`src/hdl/tmc_pkg.sv`:
```
// Shared types and constants for the transform matrix composer.
// Holds the command codes, the controller/datapath command and status words,
// and the fixed Q5.30 constants of the angle reduction and the CORDIC unit.
package tmc_pkg;

	localparam int VAL_W        = 32;
	localparam int DEN_W        = 15;
	localparam int ANG_W        = 35;
	localparam int CORDIC_STEPS = 30;
	localparam int MAT_N        = 16;

	localparam logic signed [ANG_W-1:0] Q30_ONE_PI  = 35'sd3373259426;
	localparam logic signed [ANG_W-1:0] Q30_TWO_PI  = 35'sd6746518852;
	localparam logic signed [ANG_W-1:0] Q30_HALF_PI = 35'sd1686629713;
	localparam logic signed [ANG_W-1:0] Q30_GAIN    = 35'sd652032874;

	typedef enum logic [2:0] {
		ACT_IDENT = 3'd0,
		ACT_PROJ  = 3'd1,
		ACT_TRANS = 3'd2,
		ACT_ROTX  = 3'd3,
		ACT_ROTY  = 3'd4,
		ACT_ROTZ  = 3'd5,
		ACT_SCALE = 3'd6,
		ACT_READ  = 3'd7
	} act_t;

	typedef enum logic [3:0] {
		DP_NOP,
		DP_LOAD_ID,
		DP_DIV_LOAD,
		DP_DIV_STEP,
		DP_DIV_STORE,
		DP_PROJ_FIN,
		DP_ANG_LOAD,
		DP_ANG_MOD,
		DP_ANG_WRAP,
		DP_ANG_FOLD,
		DP_CORDIC,
		DP_SC_FIN,
		DP_MAC,
		DP_OUT_LOAD
	} dp_op_t;

	typedef struct packed {
		dp_op_t     op;
		logic [5:0] cnt;
		logic [1:0] sel;
		logic       capture;
	} ctrl_cmd_t;

	typedef struct packed {
		logic busy;
	} dp_stat_t;

	// arctangent of 2^-i in Q5.30; past the table it equals 2^-i
	function automatic logic signed [ANG_W-1:0] atan_step(input logic [4:0] i);
		logic signed [ANG_W-1:0] v;
		case (i)
			5'd0:    v = 35'sd843314857;
			5'd1:    v = 35'sd497837829;
			5'd2:    v = 35'sd263043837;
			5'd3:    v = 35'sd133525159;
			5'd4:    v = 35'sd67021687;
			5'd5:    v = 35'sd33543516;
			5'd6:    v = 35'sd16775851;
			5'd7:    v = 35'sd8388437;
			5'd8:    v = 35'sd4194283;
			5'd9:    v = 35'sd2097149;
			default: v = 35'sd1 <<< (5'd30 - i);
		endcase
		return v;
	endfunction

endpackage

```
`src/hdl/tmc_ctrl.sv`:
```
// Controller of the transform matrix composer: sequences each command
// through the datapath and paces the read-out words. Depends on tmc_pkg.
module tmc_ctrl #(
	parameter int FRAC_BITS = 16
) (
	input  logic               clk,
	input  logic               arst_n,
	input  logic               in_valid,
	input  tmc_pkg::act_t      in_action,
	output logic               in_ready,
	input  logic               out_ready,
	output logic               out_valid,
	input  tmc_pkg::dp_stat_t  stat,
	output tmc_pkg::ctrl_cmd_t cmd
);

	localparam int NB = FRAC_BITS + 3;
	localparam int JM = 28 - FRAC_BITS;

	typedef enum logic [3:0] {
		S_IDLE, S_IDENT, S_DIV_LOAD, S_DIV_STEP, S_DIV_STORE, S_PROJ_FIN,
		S_ANG_LOAD, S_ANG_MOD, S_ANG_WRAP, S_ANG_FOLD, S_CORDIC, S_SC_FIN,
		S_MAC, S_DRAIN, S_READ
	} state_t;

	state_t     state_q;
	logic [5:0] cnt_q;
	logic [1:0] sel_q;
	logic       out_valid_q;
	logic       in_fire, rd_fire;

	assign in_ready  = (state_q == S_IDLE);
	assign in_fire   = in_valid && in_ready;
	assign rd_fire   = !out_valid_q || out_ready;
	assign out_valid = out_valid_q;

	always_comb begin
		cmd.op      = tmc_pkg::DP_NOP;
		cmd.cnt     = cnt_q;
		cmd.sel     = sel_q;
		cmd.capture = in_fire;
		unique case (state_q)
			S_IDENT:     cmd.op = tmc_pkg::DP_LOAD_ID;
			S_DIV_LOAD:  cmd.op = tmc_pkg::DP_DIV_LOAD;
			S_DIV_STEP:  cmd.op = tmc_pkg::DP_DIV_STEP;
			S_DIV_STORE: cmd.op = tmc_pkg::DP_DIV_STORE;
			S_PROJ_FIN:  cmd.op = tmc_pkg::DP_PROJ_FIN;
			S_ANG_LOAD:  cmd.op = tmc_pkg::DP_ANG_LOAD;
			S_ANG_MOD:   cmd.op = tmc_pkg::DP_ANG_MOD;
			S_ANG_WRAP:  cmd.op = tmc_pkg::DP_ANG_WRAP;
			S_ANG_FOLD:  cmd.op = tmc_pkg::DP_ANG_FOLD;
			S_CORDIC:    cmd.op = tmc_pkg::DP_CORDIC;
			S_SC_FIN:    cmd.op = tmc_pkg::DP_SC_FIN;
			S_MAC:       cmd.op = tmc_pkg::DP_MAC;
			S_READ:      cmd.op = (rd_fire && !cnt_q[4]) ? tmc_pkg::DP_OUT_LOAD
			                                             : tmc_pkg::DP_NOP;
			default:     cmd.op = tmc_pkg::DP_NOP;
		endcase
	end

	always_ff @(posedge clk or negedge arst_n) begin
		if (!arst_n) begin
			state_q     <= S_IDLE;
			cnt_q       <= '0;
			sel_q       <= '0;
			out_valid_q <= 1'b0;
		end else begin
			unique case (state_q)
				S_IDLE: begin
					cnt_q <= '0;
					sel_q <= '0;
					if (in_fire) begin
						unique case (in_action) inside
							tmc_pkg::ACT_IDENT:                   state_q <= S_IDENT;
							tmc_pkg::ACT_PROJ:                    state_q <= S_DIV_LOAD;
							tmc_pkg::ACT_TRANS, tmc_pkg::ACT_SCALE: state_q <= S_MAC;
							tmc_pkg::ACT_ROTX, tmc_pkg::ACT_ROTY,
							tmc_pkg::ACT_ROTZ:                    state_q <= S_ANG_LOAD;
							default:                              state_q <= S_READ;
						endcase
					end
				end
				S_IDENT: state_q <= S_IDLE;
				S_DIV_LOAD: begin
					cnt_q   <= '0;
					state_q <= S_DIV_STEP;
				end
				S_DIV_STEP: begin
					if (cnt_q == 6'(NB - 1))
						state_q <= S_DIV_STORE;
					else
						cnt_q <= cnt_q + 6'd1;
				end
				S_DIV_STORE: begin
					if (sel_q == 2'd2) begin
						state_q <= S_PROJ_FIN;
					end else begin
						sel_q   <= sel_q + 2'd1;
						state_q <= S_DIV_LOAD;
					end
				end
				S_PROJ_FIN: state_q <= S_IDLE;
				S_ANG_LOAD: begin
					cnt_q   <= '0;
					state_q <= S_ANG_MOD;
				end
				S_ANG_MOD: begin
					if (cnt_q == 6'(JM))
						state_q <= S_ANG_WRAP;
					else
						cnt_q <= cnt_q + 6'd1;
				end
				S_ANG_WRAP: state_q <= S_ANG_FOLD;
				S_ANG_FOLD: begin
					cnt_q   <= '0;
					state_q <= S_CORDIC;
				end
				S_CORDIC: begin
					if (cnt_q == 6'(tmc_pkg::CORDIC_STEPS - 1))
						state_q <= S_SC_FIN;
					else
						cnt_q <= cnt_q + 6'd1;
				end
				S_SC_FIN: begin
					cnt_q   <= '0;
					state_q <= S_MAC;
				end
				S_MAC: begin
					if (cnt_q == 6'd63)
						state_q <= S_DRAIN;
					else
						cnt_q <= cnt_q + 6'd1;
				end
				S_DRAIN: begin
					if (!stat.busy)
						state_q <= S_IDLE;
				end
				S_READ: begin
					if (rd_fire) begin
						if (cnt_q[4]) begin
							out_valid_q <= 1'b0;
							state_q     <= S_IDLE;
						end else begin
							out_valid_q <= 1'b1;
							cnt_q       <= cnt_q + 6'd1;
						end
					end
				end
				default: state_q <= S_IDLE;
			endcase
		end
	end

endmodule
```
`config.mk`:
```
export PLATFORM = sky130hd
export DESIGN_NAME = tmc_ctrl
export DESIGN_NICKNAME = d
export VERILOG_FILES = /design/src/hdl/tmc_pkg.sv /design/src/hdl/tmc_ctrl.sv
export SDC_FILE = /design/constraint.sdc
export NUM_CORES = 1
export LEC_CHECK = 0
export ABC_AREA = 1
export BUFFER_PORTS_ARGS = -buffer_cell sky130_fd_sc_hd__buf_2
export CAP_MARGIN = 10
export CORE_UTILIZATION = 60
export CTS_CLUSTER_SIZE = 14
export DETAILED_ROUTE_END_ITERATION = 6
export PLACE_DENSITY = 0.85
export REMOVE_ABC_BUFFERS = 1
export SYNTH_ARGS = -nofsm -noshare
export SYNTH_HDL_FRONTEND = slang
export SYNTH_SLANG_ARGS = --single-unit
```
`constraint.sdc`:
```
create_clock -name clk -period 3.9 [get_ports clk]
set_input_delay 0.585 -clock clk [delete_from_list [all_inputs] [get_ports clk]]
set_output_delay 0.585 -clock clk [all_outputs]
set_load 0.005 [all_outputs]
```
==> out/metrics.yaml <==
status:
  run_status: "complete, no violations"
synthesis:
  synthCells: 194
  yosysMostFrequentCell: "nand2_1"
  yosysWarningCount: 0
  yosys_register_bits: 13
  synth_top_flop_cell: "dfrtp_1"
  synth_commonest_cells: "nand2_1 (46), nor2_1 (26), inv_1 (21)"
  synth_area_um2: 1310
  synth-seq-area-share: 0.249
  netlist.top_cell.by_area: "dfrtp_1"
  syn_area_per_cell_um2: 6.73
  ys_types: 27
  synthArstFlopShare: 1.00
  synth_edf_count: 0
  synth_top_area_frac: 0.249
  synth.area.top_cells: "dfrtp_1 (25%), nand2_1 (13%), nor2_1 (7.5%)"
setup_path:
  start_kind: "flop"
  reg2reg_from: "state_q[0]$_DFFE_PN0P_"
  crit_path_max_incr_delay_ns: 0.57
  crit_slowest_cell: "dfrtp_1"
  cp-endpoint: "cmd[9]"
  worstPathMaxFanout: 9
  timing.rr.end: "state_q[3]$_DFFE_PN0P_"
  worst_ep_required_time_ns: 3.31
  arrival_ns: 1.83
  end_kind: "output pin"
  crit_chain: "inv_2, nor2_4, nand2_4, nor2_4, inv_2, nor2_2, nor2_1, a211oi_2, buf_2"
  path_class: "reg -> out"
  reg2reg_depth: 7
  r2r_setup_slack_ns: 2.21
  cp-startpoint: "state_q[1]$_DFFE_PN0P_"
finish:
  fin_area_um2: 1430
  antenna_cells: 0
  drive_above_1_share: 0.260
  multi_input_area_um2: 823
  synthToLayoutAreaGrowth_pct: 9.40
  final_nets: 230
  register_area_um2: 325
  stdcell_count: 242
  fill_cells: 177
timing:
  setup_viol: 0
  min_period_ns: 2.42
  fin_worst_skew_ns: 0.00373
  clock.fmax_mhz: 413
  holdWs_ns: 0.178
  hold_viol_final: 0
  max_slew_margin: 0.708
  fin_crit_sh: 0.620
  timing.final.max_slew_violations: 0
  setup_tns_ns: 0
  tightest_slew_ns: 0.437
  rsz0062_at_grt: "no"
clock_network:
  cts_buffer_depth: 2
  cts_root_buffer: "clkbuf_4"
  holdBufCountCts: 0
  cts-buffers-inserted: 3
  cts_resized: 0
  h-tree-depth: 1
  clk_latency_ns: 0.28
  clk_pin_slew_ns: 0.09
  post_cts_buffers: 0
  cts_tree: "done"
  clkSinkCount: 13
drt:
  first_pass_iters: 4
  drc: 0
  ant_nets: 0
  drt_iter0_markers: 28
  wl_um: 2920
  via_count: 1300
  wl_per_cell_um: 12.1
  viasPerCell: 5.37
floorplanning:
  io_pins: 23
  rows: 16
  core_um2: 2000
  die_area_um2: 2370
  die_h_um: 48.6
  die_w_um: 48.6
  initial_core_util: 0.652
grt:
  antenna_found_initial: 0
  grt_overflow: 0
  grt_use_total: 0.273
  grt_pass1_vias: 1249
  grt_pass1_wl_um: 5160
  grt_max_degree: 14
placed_design:
  dp_cells: 238
  dp_hpwl_um: 2360
  routabilityCongestion: 0.899
  io_buffers: 22
  placed_cell_area_um2: 1400
power_and_ir_drop:
  powerDensity_nw_per_um2: 697
  p_total_mw: 0.996
  vdd_drop_max_uv: 427
  p_leak_nw: 0.778
job:
  cap_violations: 0
worst_hold_path:
  hp-class: "in -> async"
[registers in the layout (all words and copies together) (netlist names)]
signal	cells
cnt_q	6
out_valid	1
sel_q	2
state_q	4
[cell type report]
class	count	share of cell area
multi-input combinational	148	0.577
tap	27	0.0237
timing repair buffer	22	0.0771
clock buffer	3	0.0158
sequential	13	0.228
inverter	28	0.0754
clock inverter	1	0.00351
[worst max-delay path, delay by kind of cell (launching register included)]
family	cells	cell delay, ns
DFF	1	0.57
and+or+nand+nor	5	0.54
buffers and inverters	3	0.29
AOI/OAI and AO/OA	1	0.14
[worst min path at each step]
stage,end,slack (ns),cells past startpoint
after floorplan,cnt_q[0]$_DFFE_PN0P_,0.29,0
after global placement,cnt_q[4]$_DFFE_PN0P_,0.50,1
after detailed placement,cnt_q[5]$_DFFE_PN0P_,0.50,1
after CTS,state_q[1]$_DFFE_PN0P_,0.18,1
after global routing,state_q[0]$_DFFE_PN0P_,0.19,1
final,state_q[3]$_DFFE_PN0P_,0.18,1
[layout by cell type, fill, tap and decap left out]
cell	netlist	final
a22oi_1	1	1
nand2_1	46	46
o21bai_1	5	5
clkinv_1	1	1
clkbuf_4	0	3
nor3_2	1	1
o21ai_1	3	3
nand4_1	2	2
nand3_1	19	19
buf_2	0	22
o21ai_0	10	10
nor2_1	26	26
nor3_1	1	1
a21oi_1	2	2
xnor2_1	1	1
a211oi_2	1	1
o31ai_1	2	2
dfrtp_1	13	13
inv_1	21	21
nor2_4	5	5
nand3_4	1	1
inv_2	5	5
ha_1	6	6
nand2_4	5	5
clkinv_2	0	1
nor2_2	6	6
nand2_2	5	5
inv_4	1	1
[metal layers]
layer	vias to the layer above	wire (µm)	GRT usage
li1	655	-	-
met1	598	1260	0.339
met2	45	1470	0.486
met3	2	177	0.0597
met4	0	8	0.0441
met5	-	0	0
[cell families after synthesis]
group | count (synthesis) | synth area share
and+or+nand+nor | 117 | 0.453
buffers and inverters | 33 | 0.120
AOI/OAI and AO/OA | 24 | 0.113
DFF | 13 | 0.249
adders and majority gates | 6 | 0.0575
xor gates and xnor gates | 1 | 0.00671
[per-stage QoR]
| step | utilization | setup WS [ns] |
|---|---|---|
| floorplan | - | 2.05 |
| global placement | 0.699 | 1.89 |
| detailed placement | 0.699 | 1.81 |
| CTS | 0.713 | 1.47 |
| global route | 0.713 | 1.29 |
| finish | 0.713 | 1.48 |
[report_power, final]
part	switching (mW)	internal [mW]	total, mW
logic	0.411	0.237	0.648
clock network	0.0488	0.0381	0.0869
registers	0.0815	0.179	0.261
No activity file was read; power rests on OpenSTA's default activity.
